--- config.mk ---
export PLATFORM = sky130hd
export DESIGN_NAME = stx_etx_frame_receiver_top
export DESIGN_NICKNAME = d
export VERILOG_FILES = /design/src/hw/rtl/sefr_pkg.sv /design/src/hw/rtl/sefr_parser.sv /design/src/hw/rtl/stx_etx_frame_receiver_top.sv
export VERILOG_INCLUDE_DIRS = /design/src /design/src/hw/rtl
export SDC_FILE = /design/constraint.sdc
export NUM_CORES = 1
export LEC_CHECK = 0
export BUFFER_PORTS_ARGS = -buffer_cell sky130_fd_sc_hd__buf_2
export CORE_MARGIN = 4
export CORE_UTILIZATION = 30
export CTS_CLUSTER_DIAMETER = 80
export DETAILED_ROUTE_END_ITERATION = 10
export PLACE_DENSITY = 0.56
export SYNTH_ARGS = -nofsm -noshare
export SYNTH_HDL_FRONTEND = slang
export SYNTH_SLANG_ARGS = --single-unit
--- constraint.sdc ---
create_clock -name clk -period 4.4 [get_ports clk]
set_input_delay 0.44 -clock clk [delete_from_list [all_inputs] [get_ports clk]]
set_output_delay 0.44 -clock clk [all_outputs]
set_load 0.01 [all_outputs]
--- src/hw/rtl/stx_etx_frame_receiver_top_macros.svh ---
// ----------------------------------------------------------------------------
// Assertion macros for the frame receiver
// Wrappers around concurrent assertions that disappear in synthesis builds.
// ----------------------------------------------------------------------------
`ifndef STX_ETX_FRAME_RECEIVER_TOP_MACROS_SVH
`define STX_ETX_FRAME_RECEIVER_TOP_MACROS_SVH

`ifndef SYNTHESIS
// Same-cycle implication, disabled while reset is asserted.
`define SEFR_ASSERT_IMPLIES(label, clk, rst_n, ante, cons) \
    label: assert property (@(posedge clk) disable iff (!rst_n) (ante) |-> (cons)) \
        else $error("frame receiver assertion failed");
// Next-cycle implication, disabled while reset is asserted.
`define SEFR_ASSERT_NEXT(label, clk, rst_n, ante, cons) \
    label: assert property (@(posedge clk) disable iff (!rst_n) (ante) |=> (cons)) \
        else $error("frame receiver assertion failed");
`else
`define SEFR_ASSERT_IMPLIES(label, clk, rst_n, ante, cons)
`define SEFR_ASSERT_NEXT(label, clk, rst_n, ante, cons)
`endif

`endif

--- src/hw/rtl/sefr_pkg.sv ---
// ----------------------------------------------------------------------------
// Frame receiver package
// Transaction types, register indexes, event codes and frame constants.
// ----------------------------------------------------------------------------
package sefr_pkg;

    // Frame geometry: start, opcode and length precede the payload.
    localparam int HEADER_BYTES   = 3;
    localparam int OVERHEAD_BYTES = 4;

    // Configuration register indexes.
    localparam logic [2:0] CFG_START_BYTE   = 3'd0;
    localparam logic [2:0] CFG_END_BYTE     = 3'd1;
    localparam logic [2:0] CFG_OP_LIMIT     = 3'd2;
    localparam logic [2:0] CFG_SMALL_BLOCK  = 3'd3;
    localparam logic [2:0] CFG_MEDIUM_BLOCK = 3'd4;

    // Event codes reported with every result.
    localparam logic [2:0] EV_NONE   = 3'd0;
    localparam logic [2:0] EV_HEADER = 3'd1;
    localparam logic [2:0] EV_STORED = 3'd2;
    localparam logic [2:0] EV_DONE   = 3'd3;
    localparam logic [2:0] EV_DROP   = 3'd4;

    // Buffer size classes.
    localparam logic [1:0] CLASS_SMALL  = 2'd0;
    localparam logic [1:0] CLASS_MEDIUM = 2'd1;
    localparam logic [1:0] CLASS_LARGE  = 2'd2;

    typedef struct packed {
        logic [7:0] start_byte;
        logic [7:0] end_byte;
        logic [7:0] op_limit;
        logic [8:0] small_block_size;
        logic [8:0] medium_block_size;
    } sefr_cfg_t;

    typedef struct packed {
        logic [7:0] data_byte;
        logic       buffer_available;
    } sefr_in_t;

    typedef struct packed {
        logic [2:0] event_res;
        logic [7:0] byte_value;
        logic [8:0] byte_index;
        logic [7:0] op_code;
        logic [7:0] payload_length;
        logic [1:0] pool_class;
        logic [8:0] frame_length;
    } sefr_out_t;

endpackage

--- src/hw/rtl/sefr_parser.sv ---
// ----------------------------------------------------------------------------
// Frame parser
// Holds the frame state and works out the result for one received byte.
// ----------------------------------------------------------------------------
module sefr_parser (
    input  logic                clk,
    input  logic                rst_n,
    input  logic                step,
    input  sefr_pkg::sefr_in_t  din,
    input  sefr_pkg::sefr_cfg_t cfg,
    output sefr_pkg::sefr_out_t res
);
    import sefr_pkg::*;

    localparam logic [2:0] PH_START = 3'd0;
    localparam logic [2:0] PH_OP    = 3'd1;
    localparam logic [2:0] PH_LEN   = 3'd2;
    localparam logic [2:0] PH_DATA  = 3'd3;
    localparam logic [2:0] PH_END   = 3'd4;

    localparam logic [8:0] HEADER_W   = 9'(HEADER_BYTES);
    localparam logic [8:0] OVERHEAD_W = 9'(OVERHEAD_BYTES);

    logic [2:0] phase_reg, phase_next;
    logic [8:0] write_position_reg, write_position_next;
    logic [7:0] held_opcode_reg, held_opcode_next;
    logic [7:0] held_length_reg, held_length_next;
    logic [1:0] held_class_reg, held_class_next;

    logic [8:0] frame_size;
    logic [1:0] size_class;
    logic [8:0] position_inc;
    logic [8:0] data_end;

    // Size class of the frame announced by the incoming length byte.
    assign frame_size   = {1'b0, din.data_byte} + OVERHEAD_W;
    assign size_class   = (frame_size > cfg.medium_block_size) ? CLASS_LARGE :
                          (frame_size > cfg.small_block_size)  ? CLASS_MEDIUM :
                                                                 CLASS_SMALL;
    assign position_inc = write_position_reg + 9'd1;
    assign data_end     = {1'b0, held_length_reg} + HEADER_W;

    // Next state and the event for the current byte.
    always_comb
    begin
        phase_next          = phase_reg;
        write_position_next = write_position_reg;
        held_opcode_next    = held_opcode_reg;
        held_length_next    = held_length_reg;
        held_class_next     = held_class_reg;
        res.event_res       = EV_NONE;
        res.byte_value      = 8'd0;
        res.byte_index      = 9'd0;
        res.frame_length    = 9'd0;

        case (phase_reg)
            PH_OP:
            begin
                if (din.data_byte < cfg.op_limit)
                begin
                    held_opcode_next = din.data_byte;
                    phase_next       = PH_LEN;
                end
                else
                begin
                    res.event_res = EV_DROP;
                    phase_next    = PH_START;
                end
            end
            PH_LEN:
            begin
                held_length_next = din.data_byte;
                if (din.data_byte == 8'd0)
                begin
                    // An empty frame claims no buffer and goes to the end byte.
                    held_class_next     = CLASS_SMALL;
                    write_position_next = HEADER_W;
                    res.event_res       = EV_HEADER;
                    phase_next          = PH_END;
                end
                else
                begin
                    held_class_next = size_class;
                    if (din.buffer_available)
                    begin
                        write_position_next = HEADER_W;
                        res.event_res       = EV_HEADER;
                        phase_next          = PH_DATA;
                    end
                    else
                    begin
                        res.event_res = EV_DROP;
                        phase_next    = PH_START;
                    end
                end
            end
            PH_DATA:
            begin
                res.event_res       = EV_STORED;
                res.byte_value      = din.data_byte;
                res.byte_index      = write_position_reg;
                write_position_next = position_inc;
                if (position_inc == data_end)
                begin
                    phase_next = PH_END;
                end
            end
            PH_END:
            begin
                if (din.data_byte == cfg.end_byte)
                begin
                    res.event_res = EV_DONE;
                    if (held_length_reg != 8'd0)
                    begin
                        res.byte_value = cfg.end_byte;
                        res.byte_index = write_position_reg;
                    end
                    res.frame_length = {1'b0, held_length_reg} + OVERHEAD_W;
                end
                else
                begin
                    res.event_res = EV_DROP;
                end
                phase_next = PH_START;
            end
            default:
            begin
                // Waiting for the start byte; unused codes land here too.
                phase_next = (din.data_byte == cfg.start_byte) ? PH_OP : PH_START;
            end
        endcase

        res.op_code        = held_opcode_next;
        res.payload_length = held_length_next;
        res.pool_class     = held_class_next;
    end

    // State advances only on an accepted transaction.
    always_ff @(posedge clk or negedge rst_n)
    begin
        if (!rst_n)
        begin
            phase_reg          <= PH_START;
            write_position_reg <= 9'd0;
            held_opcode_reg    <= 8'd0;
            held_length_reg    <= 8'd0;
            held_class_reg     <= CLASS_SMALL;
        end
        else if (step)
        begin
            phase_reg          <= phase_next;
            write_position_reg <= write_position_next;
            held_opcode_reg    <= held_opcode_next;
            held_length_reg    <= held_length_next;
            held_class_reg     <= held_class_next;
        end
    end

endmodule

--- src/hw/rtl/stx_etx_frame_receiver_top.sv ---
// ----------------------------------------------------------------------------
// STX/ETX frame receiver, top level
// The result of an accepted byte is registered in the output register.
// Throughput: one byte per cycle while out_ready is high; the parser updates in one pass.
// A new byte is taken while a result waits, as long as out_ready is high.
// Reset (rst_n low, asynchronous) restores default registers and waits for start.
// ----------------------------------------------------------------------------
`include "stx_etx_frame_receiver_top_macros.svh"

module stx_etx_frame_receiver_top (
    input  logic                clk,
    input  logic                rst_n,
    input  logic                cfg_write_en,
    input  logic [2:0]          cfg_index,
    input  logic [8:0]          cfg_data,
    input  logic                in_valid,
    output logic                in_ready,
    input  sefr_pkg::sefr_in_t  in_data,
    output logic                out_valid,
    input  logic                out_ready,
    output sefr_pkg::sefr_out_t out_data
);
    import sefr_pkg::*;

    sefr_cfg_t cfg_reg;
    sefr_out_t result;
    sefr_out_t out_data_reg;
    logic      out_valid_reg;
    logic      in_accept;

    // Configuration registers.
    always_ff @(posedge clk or negedge rst_n)
    begin
        if (!rst_n)
        begin
            cfg_reg.start_byte        <= 8'd2;
            cfg_reg.end_byte          <= 8'd3;
            cfg_reg.op_limit          <= 8'd7;
            cfg_reg.small_block_size  <= 9'd32;
            cfg_reg.medium_block_size <= 9'd128;
        end
        else if (cfg_write_en)
        begin
            case (cfg_index)
                CFG_START_BYTE:   cfg_reg.start_byte        <= cfg_data[7:0];
                CFG_END_BYTE:     cfg_reg.end_byte          <= cfg_data[7:0];
                CFG_OP_LIMIT:     cfg_reg.op_limit          <= cfg_data[7:0];
                CFG_SMALL_BLOCK:  cfg_reg.small_block_size  <= cfg_data;
                CFG_MEDIUM_BLOCK: cfg_reg.medium_block_size <= cfg_data;
                default:          ;
            endcase
        end
    end

    // Input is taken whenever the output register is free or being drained.
    assign in_ready  = !out_valid_reg || out_ready;
    assign in_accept = in_valid && in_ready;

    sefr_parser u_parser (
        .clk   (clk),
        .rst_n (rst_n),
        .step  (in_accept),
        .din   (in_data),
        .cfg   (cfg_reg),
        .res   (result)
    );

    // Output valid flag.
    always_ff @(posedge clk or negedge rst_n)
    begin
        if (!rst_n)
        begin
            out_valid_reg <= 1'b0;
        end
        else if (in_accept)
        begin
            out_valid_reg <= 1'b1;
        end
        else if (out_ready)
        begin
            out_valid_reg <= 1'b0;
        end
    end

    // Output payload register.
    always_ff @(posedge clk)
    begin
        if (in_accept)
        begin
            out_data_reg <= result;
        end
    end

    assign out_valid = out_valid_reg;
    assign out_data  = out_data_reg;

    // A waiting result must block new input.
    `SEFR_ASSERT_IMPLIES(a_no_overrun, clk, rst_n, out_valid && !out_ready, !in_ready)
    // Every accepted byte shows a result in the next cycle.
    `SEFR_ASSERT_NEXT(a_result_follows, clk, rst_n, in_valid && in_ready, out_valid)
    // Frame length is reported only on completion.
    `SEFR_ASSERT_IMPLIES(a_len_on_done, clk, rst_n, out_valid && (out_data.event_res != EV_DONE), out_data.frame_length == 9'd0)

endmodule
## After elaboration in Yosys (flattened, before gate mapping)

Index checks and enable logic that the tools add are counted.

| word-level totals | value |
|---|---|
| output and inout bits | 49 |
| bits of input ports | 26 |
| memory bits (writable) | 0 |
| word-level logic and storage cells | 80 |
| register bits after elaboration | 120 |
| memories | 0 |
| bits in latches | 0 |
| bits in read-only memories | 0 |

| operators by class | value |
|---|---|
| add/sub/neg operators | 4 |
| divide/modulo/power cells | 0 |
| multiplexer cells | 26 |
| reductions and logical operators | 16 |
| bitwise operators | 0 |
| order comparisons | 3 |
| equality and inequality tests | 13 |
| $mul | 0 |
| shift operators | 0 |

Operators by type and width:

| operator | count |
|---|---|
| 2-to-1 mux 17 bit | 2 |
| case mux 17 bit (2 select lines) | 1 |
| 2-to-1 mux 8 bit | 3 |
| case mux 3 bit (4 select lines) | 2 |
| adder 8 x 3 -> 9 bit (second input constant) | 2 |
| > comparator 9 bit | 2 |
| 2-to-1 mux 3 bit | 6 |
| 2-to-1 mux 9 bit | 2 |
| case mux 9 bit (2 select lines) | 1 |
| equality test 8 bit | 2 |
| AND reduction 2 bit | 7 |
| equality test 3 x 2 -> 1 bit (second input constant) | 4 |
| 2-to-1 mux 2 bit | 5 |
| adder 8 x 2 -> 9 bit (second input constant) | 1 |
| adder 9 x 1 -> 9 bit (second input constant) | 1 |
| equality test 9 bit | 1 |
| zero test 8 bit | 1 |
| < comparator 8 bit | 1 |
| nonzero test 8 bit | 1 |
| equality test 3 x 1 -> 1 bit (second input constant) | 2 |
| equality test 3 bit (second input constant) | 2 |
| 2-to-1 mux 1 bit | 4 |
| nonzero test 2 bit | 2 |
| zero test 3 bit | 1 |
| 6 further kinds | 6 |

## Depth between registers and ports, before layout

Gate-level depths: netlist (run 1).

| logic depth | value |
|---|---|
| word-level depth | 6 |
| gate-level depth with buffers | 11 |
| gate-level depth less buffers | 11 |

## Hierarchy

A second synthesis (run 1) with hierarchy kept.

| second synthesis, totals | value |
|---|---|
| cell total of the unflattened synthesis | 520 |
| area, all modules | 6213.5 um^2 |

Modules (own cells, without submodules):

| module | seq. area each (um^2) | cells each | times used | area each (um^2) |
|---|---|---|---|---|
| sefr_parser | 750.7 | 377 | 1 | 3135.5 |
| stx_etx_frame_receiver_top | 2497.4 | 143 | 1 | 3078.0 |

## Least setup slack after synthesis (run 1)

No wires, ideal clock.

| timing | value |
|---|---|
| path kind | input -> register |
| start point | input port out_ready |
| end point | register out_data_reg (netlist bit out_data[0]), enable pin |
| stages | 4 |
| path slack | 1.573 ns |
| data required time | 3.971 ns |
| data arrival time | 2.398 ns |
| library setup time | 0.429 ns |
| buffers on the path | 1 |
| path through | nand2b_1 -> nand2_1 -> clkinv_1 -> clkbuf_1 |

| between the ends | value |
|---|---|
| word-level cells in the longest chain between the ends | 2 |

Ends and longest elaborated chain:

| what | line | RTL |
|---|---|---|
| start, declared | stx_etx_frame_receiver_top.sv:20 | `input logic out_ready,` |
| logical OR 1 bit | stx_etx_frame_receiver_top.sv:56 | `assign in_ready = !out_valid_reg \|\| out_ready;` |
| logical AND 1 bit | stx_etx_frame_receiver_top.sv:57 | `assign in_accept = in_valid && in_ready;` |
| via in_accept | stx_etx_frame_receiver_top.sv:29 | `logic in_accept;` |
| end signal, assigned | stx_etx_frame_receiver_top.sv:90 | `out_data_reg <= result;` |
| end, declared | stx_etx_frame_receiver_top.sv:27 | `sefr_out_t out_data_reg;` |

The timed path passes the listed nets, and every way through them passes these cells.
A chain may end at the register's enable or synchronous reset.

## Worst setup path in the final report (run 1)

| timing | value |
|---|---|
| start point | register cfg_reg[19] (netlist bit) |
| end point | register u_parser.held_opcode_reg[2] |

| between the ends | value |
|---|---|
| word-level cells in the longest chain between the ends | 3 |

Ends and longest elaborated chain:

| what | line | RTL |
|---|---|---|
| start, declared | stx_etx_frame_receiver_top.sv:25 | `sefr_cfg_t cfg_reg;` |
| < comparator 8 bit | sefr_parser.sv:59 | `if (din.data_byte < cfg.op_limit)` |
| 2-to-1 mux 8 bit | sefr_parser.sv:59 |  |
| 2-to-1 mux 8 bit | sefr_parser.sv:56 | `case (phase_reg)` |
| end signal, assigned | sefr_parser.sv:153 | `held_opcode_reg <= held_opcode_next;` |
| end, declared | sefr_parser.sv:26 | `logic [7:0] held_opcode_reg, held_opcode_next;` |

No other way between the ends.

==> run_results.csv, run 1 <==
group,metric,value,unit
global_route,track_usage,0.1336,
clock_network,cts_resized,0,
floorplan,die_h,151.4,um
setup_path,cp.required,4.70,ns
global_route,antenna_found_initial,0,
sta,grt_setup_unrepaired,"no",
yosys,syn_nets,604,
clock_network,cts_buffer_depth,2,
pwr,p_leak,0.003166,uW
layout,final_area,7383,sq um
global_route,grt_pass1_wl,23120,um
sta,fin_crit,2.842,ns
detailed_routing,dr.first_iter.drc_count,197,
placement,numPortBuffers,74,
global_route,grt_pass1_vias,4262,
detailed_routing,dr_wl_met3,665,um
yosys,ys_dominant_reg_cell,"dfrtp_1",
sta,max_freq,351.9,MHz
setup_path,path_cells,"inv_1, ha_1, a21o_1, a21oi_2, o21ai_2, a211oi_4, and2_1, mux2_4",
detailed_routing,post-route-drc-count,0,
detailed_routing,post_drt_wl_per_cell,16.21,um
outcome,outcome,"complete, no violations",
sta,skew,0.01382,ns
detailed_routing,wl_met2,7049,um
clock_network,cts_tree,"yes",
floorplan,die_w,151.4,um
sta,max_slew_margin,0.3064,
sta,slew_viol_final,0,
setup_path,critPathMaxFanout,10,
hold_path,min_path_type,"in -> async",
setup_path,max_stage_delay,0.54,ns
setup_path,worstSetupPathType,"reg -> reg",
setup_path,startpoint_type,"register",
clock_network,cts_made_buffers,17,
layout,syn2layout_area_growth,19.67,%
sta,tightest_slew,1.040,ns
layout,n_fill_cell,1989,
setup_path,cp-end-kind,"register",
detailed_routing,vias,4222,
floorplan,ios,75,
floorplan,core-area,20230,sq um
run,maxCapViolCount,0,
sta,finalHoldViolCount,0,
yosys,yosys_register_bits,120,
clock_network,htreeDepth,4,
detailed_routing,wl_met1,6783,um
sta,final-setup-viol-count,0,
clock_network,path_clk_slew,0.06,ns
floorplan,num_rows,52,
detailed_routing,drtAntennaViolNets,0,
yosys,synth_cell_types,55,
detailed_routing,via_per_inst,4.681,
clock_network,clk_latency,0.42,ns
floorplan,dieArea,22920,sq um
pwr,vdd_drop_max,287.9,uV
layout,diodes,0,
yosys,seq_area_frac_synth,0.5265,
sta,setup_tns,0,ns
sta,timing.hold.ws,0.2132,ns
floorplan,initial_core_util,0.3049,
global_route,grt_max_degree,46,
clock_network,clock_sinks,120,
placement,place_area,6798,sq um
yosys,synthCells,547,
pwr,p_per_area,567.9,nW/um^2
clock_network,cts_root_buf,"clkbuf_16",
setup_path,worst-path-buf-inv,1,
yosys,synth_area,6170,sq um
layout,largest_reg_flops,47,
setup_path,slowest_stage,"and2_1",
detailed_routing,routed.top_layer,"met4",
layout,drive_above_1_share,0.2706,
setup_path,crit_family,"compound AO/OA/AOI/OAI gates",
clock_network,cts_hold_buf,0,
placement,place_hpwl,10430,um
yosys,synth_warnings,0,
yosys,ys_async_sr_fraction,0.6083,
yosys,post_synth.cell_area_avg,11.28,sq um
detailed_routing,routed_wl,14630,um
yosys,synth-edff-count,47,
layout,nets,676,
detailed_routing,dr.pass1.iters,5,
global_route,grt-ovfl-total,0,
placement,gp_congestion,0.7925,
setup_path,cp.arrival,3.14,ns
sta,min_period_over_period,0.6458,
clock_network,cts_setup_buffers,0,
## area by class of cell
cell class	count	area (sq um)	area share
Sequential cell	120	3248	0.4399
Inverter	34	127.6	0.01729
Clock buffer	24	491.7	0.06660
Tap cell	270	337.8	0.04575
Multi-Input combinational cell	368	2684	0.3635
Timing Repair Buffer	78	400.4	0.05423
Clock inverter	8	93.84	0.01271
## layer usage
metal,vias to the layer above,track usage
met2,93,0.2187
met1,2068,0.1744
met4,0,0.04080
li1,2048,-
met3,13,0.03351
met5,-,0
## cells in the final DEF (no fill, tap or decap), drive strengths merged, types with 2 or more instances in the layout
cell	synthesis	routed
o21a	2	2
nand3	18	18
o21ai	41	41
dfstp	8	8
nor4	5	5
nand4	5	5
xnor2	28	28
and3	3	3
a22o	11	11
nor3b	2	2
and2	12	12
bufinv	0	2
nor3	8	8
clkinv	1	4
dfrtp	65	65
a21oi	8	8
nand2b	7	7
edfxtp	47	47
buf	3	78
xor2	15	15
or2	2	2
nor2	25	25
o31ai	2	2
xnor3	2	2
mux2	43	43
o41ai	2	2
nor2b	7	7
clkbuf	22	24
inv	33	35
nand2	68	68
ha	31	31
a21o	7	7
o22ai	2	2
## power by group
group | internal, uW | leakage [uW] | switching, uW
combinational | 543 | 0.00153 | 615
sequential | 1470 | 0.00135 | 189
clock | 890 | 0.000290 | 483
## synth_stat cells (all sizes together) (3+ instances only)
cell type	count	area, sq um
a21oi	8	55.06
mux2	43	514.3
nand4	5	31.28
dfrtp	65	1627
nand3	18	90.09
edfxtp	47	1411
and3	3	18.77
nor4	5	37.53
xor2	15	131.4
and2	12	75.08
dfstp	8	210.2
nor2	25	96.35
clkbuf	22	82.58
o21ai	41	209.0
nand2	68	255.2
a22o	11	97.59
xnor2	28	245.2
ha	31	387.9
buf	3	27.52
nor3	8	40.04
a21o	7	52.55
nand2b	7	43.79
nor2b	7	43.79
inv	33	123.9
## worst paths after layout
kind                                               end                  startpoint  depth (start not counted)  slack, ns
min in group clk                             out_valid                    in_valid                          2       0.25
min                                        cfg_reg[28]                       rst_n                          1       0.21
max reg2reg                u_parser.held_opcode_reg[2]                 cfg_reg[19]                          8       1.56
max                        u_parser.held_opcode_reg[2]                 cfg_reg[19]                          8       1.56
max in group asynchronous                  cfg_reg[35]                       rst_n                          2       3.17
min reg2reg                 u_parser.held_class_reg[0]  u_parser.held_class_reg[0]                          1       0.50
## cells by family (layout without fill, tap and decap cells)
family                     Yosys count  count (layout)  synth area share
and+or+nand+nor                    165             165            0.1278
DFF                                120             120            0.5265
AOI/OAI and AO/OA                   83              83           0.09106
buffers and inverters               59             144           0.03853
xor gates and xnor gates            45              45           0.06834
muxes                               44              44           0.08497
adders and majority gates           31              31           0.06287
## per-stage QoR
step	cells	util	worst slack, ns	power, uW
detailed placement	870	0.3360	1.256	2846
CTS	902	0.3649	1.568	4240
finish	902	0.3649	1.558	4193
global placement	870	0.3360	1.352	2815
floorplan	547	-	1.573	2506
global route	902	0.3649	1.464	4445
(Power assumes the default switching activity.)
==> inputs of run 2 (changes only) <==
--- a/config.mk
+++ b/config.mk
@@ -6,6 +6,7 @@
 export SDC_FILE = /design/constraint.sdc
 export NUM_CORES = 1
 export LEC_CHECK = 0
+export ABC_AREA = 1
 export BUFFER_PORTS_ARGS = -buffer_cell sky130_fd_sc_hd__buf_2
 export CORE_MARGIN = 4
 export CORE_UTILIZATION = 30
==> constraint.sdc (replaced) <==
create_clock -name clk -period 2.97 [get_ports clk]
set_input_delay 0.297 -clock clk [delete_from_list [all_inputs] [get_ports clk]]
set_output_delay 0.297 -clock clk [all_outputs]
set_load 0.01 [all_outputs]
==> run 2 against run 1 <==
Compared with the run above: hold slack worse by 0.17 ns; fmax grew 32%; sequential share of layout area decreased by 0.52 points; synthesized cell count grew 33%; synthesized area increased by 2.8%; largest power group unchanged.
==> run_results.csv, run 2 <==
group,metric,value,unit
outcome,outcome,"complete, no violations",
yosys,post_synth.cell_area_avg,8.727,sq um
sta,slew_viol_final,0,
yosys,synth_area,6345,sq um
placement,post-place-cells,1050,
setup_path,slowest_stage,"dfrtp_1",
detailed_routing,via_per_inst,4.553,
yosys,synth.area.top_cells,"dfrtp_1 26%, edfxtp_1 22%, nand2_1 11%, o21ai_0 6.7%, ha_1 6.1%",
placement,place_hpwl,11620,um
detailed_routing,dr.first_iter.drc_count,239,
clock_network,cts_root_buf,"clkbuf_16",
sta,skew,0.009065,ns
sta,finalHoldViolCount,0,
detailed_routing,dr.pass1.iters,5,
setup_path,cp.required,3.13,ns
global_route,track_usage,0.1396,
clock_network,htreeDepth,4,
floorplan,dieArea,23540,sq um
hold_path,min_path_type,"in -> async",
layout,syn2layout_area_growth,17.75,%
run,maxCapViolCount,0,
yosys,seq_area_frac_synth,0.5119,
floorplan,initial_core_util,0.3096,
setup_path,cp.arrival,2.31,ns
pwr,pwr-share-comb,0.212,
yosys,ys_async_sr_fraction,0.6083,
pwr,clkPwrFrac,0.362,
yosys,yosys_register_bits,120,
clock_network,cts_hold_buf,0,
global_route,antenna_found_initial,0,
detailed_routing,vias,4926,
layout,stdcell_count,1082,
pwr,p_sw,1579,uW
sta,fin_crit,2.153,ns
floorplan,num_rows,52,
pwr,p_leak,0.003485,uW
pwr,p_per_area,691.4,nW/um^2
global_route,grt_pass1_wl,25740,um
setup_path,startpoint_type,"register",
layout,drive_above_1_share,0.1638,
yosys,synth_largest_area_cell,"dfrtp_1",
yosys,yosysMostFrequentCell,"nand2_1",
floorplan,die_w,153.4,um
clock_network,cts_made_buffers,17,
yosys,synth.top_cells.by_count,"194 x nand2_1, 93 x inv_1, 85 x o21ai_0, 65 x dfrtp_1, 47 x edfxtp_1",
pwr,internal_power,3587,uW
detailed_routing,post_drt_wl_per_cell,14.76,um
floorplan,core-area,20490,sq um
layout,final_common_cell,"nand2_1",
layout,nets,856,
setup_path,path_cells,"inv_1, ha_1, nand4_1, nor3_1, nor2_4, nor2_2, nor2_1",
pwr,p_sw_frac,0.3056,
detailed_routing,post-route-drc-count,0,
layout,diodes,0,
layout,layout_common_cells,"194 x nand2_1, 92 x inv_1, 85 x o21ai_0, 73 x buf_2, 65 x dfrtp_1",
yosys,synthCells,727,
floorplan,die_h,153.4,um
pwr,pwr-share-seq,0.426,
detailed_routing,drtAntennaViolNets,0,
setup_path,critPathMaxFanout,9,
clock_network,cts_resized,0,
yosys,ys_dominant_reg_cell,"dfrtp_1",
yosys,synth_cell_types,39,
clock_network,cts_setup_buffers,0,
sta,grt_setup_unrepaired,"no",
yosys,synth_warnings,0,
setup_path,worstSetupPathType,"reg -> reg",
pwr,total_power,5166,uW
setup_path,cp-end-kind,"register",
yosys,yosys.area.top_type_share,0.2564,
sta,tightest_slew,0.9782,ns
placement,numPortBuffers,74,
yosys,synth-edff-count,47,
placement,gp_congestion,0.8814,
clock_network,cts_tree,"yes",
sta,max_freq,464.6,MHz
global_route,grt-ovfl-total,0,
setup_path,max_stage_delay,0.40,ns
sta,max_slew_margin,0.3479,
global_route,grt_max_degree,86,
clock_network,clock_sinks,120,
sta,setup_tns,0,ns
layout,largest_reg_flops,47,
yosys,syn_nets,784,
clock_network,path_clk_slew,0.06,ns
clock_network,clk_latency,0.42,ns
sta,final-setup-viol-count,0,
clock_network,cts_buffer_depth,2,
global_route,grt_pass1_vias,4663,
detailed_routing,routed_wl,15970,um
sta,min_period_over_period,0.7248,
pwr,vdd_drop_max,417.9,uV
floorplan,ios,75,
run 2: power groups by stage:
stage / registers (uW) / clock network (uW) / logic, uW
after floorplan: 2210 / 0 / 775
after global placement: 2230 / 0 / 1090
after detailed placement: 2230 / 0 / 1100
after CTS: 2200 / 1920 / 1110
after global routing: 2240 / 2000 / 1280
final: 2200 / 1870 / 1100
run 2: logic make-up (layout without fill, tap and decap cells):
| family | after synthesis | after routing | share of synthesized area |
|---|---|---|---|
| AO/OA/AOI/OAI | 135 | 135 | 0.1171 |
| XOR/XNOR | 20 | 20 | 0.02761 |
| adder cells (fa/ha/maj) | 31 | 31 | 0.06113 |
| buffers and inverters | 119 | 204 | 0.07927 |
| flip-flops | 120 | 120 | 0.5119 |
| AND/OR/NAND/NOR | 302 | 302 | 0.2029 |
run 2: worst max-delay path: cells and delay by family, from the launching register on:
family,cells,cell delay (ns)
buffers and inverters,1,0.18
and+or+nand+nor,5,1.04
adders and majority gates,1,0.29
DFF,1,0.40
run 2: cell type report:
class / instances / area [sq um]
Clock inverter: 12 / 83.83
Inverter: 96 / 360.3
Clock buffer: 20 / 446.7
Sequential cell: 120 / 3248
Multi-Input combinational cell: 488 / 2594
Tap cell: 270 / 337.8
Timing Repair Buffer: 76 / 400.4
Fill cell: 2125 / 13020
run 2: final timing paths:
path / to / depth (start not counted) / startpoint / slack [ns]
worst max-delay path: out_data[31] / 7 / u_parser.held_length_reg[0] / 0.82
worst min-delay path: cfg_reg[6] / 1 / rst_n / 0.05
worst max register to register: out_data[31] / 7 / u_parser.held_length_reg[0] / 0.82
worst min register to register: cfg_reg[17] / 2 / cfg_reg[17] / 0.48
max in group asynchronous: u_parser.held_opcode_reg[1] / 1 / rst_n / 2.30
min in group clk: out_valid / 4 / out_ready / 0.16
run 2: through the flow:
stage,hold WS (ns),area [sq um],worst slack [ns],utilization
after floorplan,0.001409,6345,0.09760,-
final,0.04713,7471,0.8174,0.3645
after CTS,0.07492,7471,0.7972,0.3645
after detailed placement,0.4710,6940,0.6796,0.3386
after global routing,0.1179,7471,0.6121,0.3645
after global placement,0.4670,6940,0.7145,0.3386
run 2: layer usage:
metal	GRT usage	share of wire	wire [um]	up-vias
met5	0	0	0	-
met2	0.2201	0.45	7239	119
met1	0.1927	0.48	7741	2266
li1	-	-	-	2530
met4	0.03659	0.013	204	0
met3	0.03534	0.049	784	11
==> inputs of run 3 (changes only) <==
--- a/config.mk
+++ b/config.mk
@@ -12,7 +12,7 @@
 export CORE_UTILIZATION = 30
 export CTS_CLUSTER_DIAMETER = 80
 export DETAILED_ROUTE_END_ITERATION = 10
-export PLACE_DENSITY = 0.56
+export PLACE_DENSITY = 0.57
 export SYNTH_ARGS = -nofsm -noshare
 export SYNTH_HDL_FRONTEND = slang
 export SYNTH_SLANG_ARGS = --single-unit
==> constraint.sdc (replaced) <==
create_clock -name clk -period 1.9 [get_ports clk]
set_input_delay 0.19 -clock clk [delete_from_list [all_inputs] [get_ports clk]]
set_output_delay 0.19 -clock clk [all_outputs]
set_load 0.01 [all_outputs]
==> run 3 against run 2 <==
Compared with the run above: critical endpoint is now out_data[22]; flip-flop and latch count stayed put; clock power rose by 75%; register-to-register slack lost 0.80 ns; via count is 5.1% higher; first-iteration DRC count up 4.6%; hold slack improved by 0.00096 ns; largest power group unchanged; combinational power grew 90%; cell area increased by 11%; clock skew fell by 0.0010 ns; cell count is 5.2% higher.
==> run_results.csv, run 3 (synthesized netlist as in run 2, its figures left out) <==
group,metric,value,unit
setup_path,cp-end-kind,"register",
layout,nets,912,
layout,largest_reg_flops,47,
setup_path,critPathMaxFanout,6,
pwr,p_per_area,1060,nW/um^2
sta,max_slew_margin,0.6207,
detailed_routing,drtAntennaViolNets,0,
placement,numPortBuffers,74,
global_route,track_usage,0.1452,
sta,grt_setup_unrepaired,"yes",
clock_network,htreeDepth,4,
global_route,antenna_found_initial,0,
setup_path,worstSetupPathType,"reg -> reg",
detailed_routing,dr.first_iter.drc_count,250,
floorplan,num_rows,52,
global_route,grt_pass1_vias,5221,
sta,setup_tns,0,ns
global_route,grt_max_degree,47,
outcome,outcome,"complete, no violations",
placement,post-place-cells,1095,
layout,layout_common_cells,"184 x nand2_1, 86 x inv_1, 74 x o21ai_0, 74 x buf_2, 62 x dfrtp_1",
detailed_routing,dr.pass1.iters,4,
pwr,vdd_drop_max,638.2,uV
sta,skew,0.008064,ns
clock_network,cts_made_buffers,17,
sta,slew_viol_final,0,
layout,final_area,8279,sq um
floorplan,die_w,153.4,um
sta,timing.hold.ws,0.04809,ns
floorplan,die_h,153.4,um
setup_path,ff2ff_setup_slack,0.01,ns
layout,final_common_cell,"nand2_1",
pwr,p_leak,0.003830,uW
floorplan,dieArea,23540,sq um
clock_network,cts_buffer_depth,2,
layout,stdcell_count,1138,
setup_path,cp.arrival,2.06,ns
layout,diodes,0,
floorplan,core-area,20490,sq um
sta,final-setup-viol-count,0,
clock_network,clock_sinks,120,
detailed_routing,routed_wl,16770,um
sta,finalHoldViolCount,0,
clock_network,cts_tree,"yes",
placement,place_area,7326,sq um
global_route,grt-ovfl-total,0,
clock_network,path_clk_slew,0.06,ns
hold_path,min_path_type,"in -> reg",
floorplan,ios,75,
sta,fin_crit,1.887,ns
run,maxCapViolCount,0,
detailed_routing,post-route-drc-count,0,
setup_path,startpoint_type,"register",
placement,place_hpwl,12360,um
placement,gp_congestion,0.8916,
detailed_routing,via_per_inst,4.551,
layout,drive_above_1_share,0.2788,
sta,tightest_slew,0.5673,ns
global_route,grt_pass1_wl,26870,um
sta,min_period_over_period,0.9932,
layout,syn2layout_area_growth,30.49,%
setup_path,cp.required,2.08,ns
sta,max_freq,529.9,MHz
layout,n_fill_cell,2066,
clock_network,clk_latency,0.42,ns
layout,utilization,0.4040,
clock_network,cts_root_buf,"clkbuf_16",
floorplan,initial_core_util,0.3096,
detailed_routing,vias,5179,
detailed_routing,post_drt_wl_per_cell,14.74,um
## run 3: cell types whose count changed in the layout (fill, tap and decap cells not counted), sizes merged
cell         previous run  this run
buf                    76       129
bufinv                  1         3
clkbuf                 20        19
clkinv                  9         7
clkinvlp                2         4
dlygate4sd3             0         1
inv                    96        97
## run 3: repair_timing
item                                   in CTS  in global routing
pin swaps                                   0                 19
gates cloned                                0                  3
endpoints found under the hold margin      65                  0
buffers inserted                            0                  9
resized for setup                           1                 69
hold buffers                                1                  0
setup endpoints to repair                   1                 38
## run 3: through the flow
step	power, uW	setup WS [ns]
CTS	8697	0.004698
global route	9341	-0.07407
floorplan	4662	0.01570
finish	8778	0.01290
detailed placement	5371	-0.1741
global placement	5343	-0.1315
## run 3: where the power goes
group | internal, uW | leakage [uW] | switching, uW
Sequential | 3170 | 0.00137 | 240
Clock | 2060 | 0.000285 | 1220
Combinational | 876 | 0.00218 | 1210
## run 3: layout make-up
cell class / instances / area [sq um] / share of cell area
tap: 270 / 337.8 / 0.04080
sequential: 120 / 3252 / 0.3928
clock buffer: 17 / 425.4 / 0.05138
multi-input combinational: 488 / 2815 / 0.3400
inverter: 96 / 360.3 / 0.04352
clock inverter: 15 / 178.9 / 0.02161
timing repair buffer: 132 / 909.6 / 0.1099
## run 3: worst paths after layout
kind / start / end / cells after the start
max: cfg_reg[19] / out_data[22] / 8
min reg2reg: u_parser.held_class_reg[0] / u_parser.held_class_reg[0] / 2
max reg2reg: cfg_reg[19] / out_data[22] / 8
max in group asynchronous: rst_n / cfg_reg[35] / 3
min in group asynchronous: rst_n / cfg_reg[1] / 2
min: out_ready / out_valid / 4
## run 3: worst max-delay path, stage by stage, from the launching register on
cell       delay [ns]
dfstp_2          0.53
inv_2            0.04
ha_4             0.23
a21oi_2          0.14
o21ai_2          0.09
nand2_2          0.11
nand3_4          0.13
clkbuf_16        0.20
o21a_1           0.16
## run 3: metal layers
| layer | wire length (um) | up-vias | global-route usage |
|---|---|---|---|
| met3 | 704 | 12 | 0.03534 |
| met2 | 8114 | 92 | 0.2421 |
| met4 | 224 | 0 | 0.04415 |
| li1 | - | 2643 | - |
| met1 | 7727 | 2432 | 0.1874 |
| met5 | 0 | - | 0 |
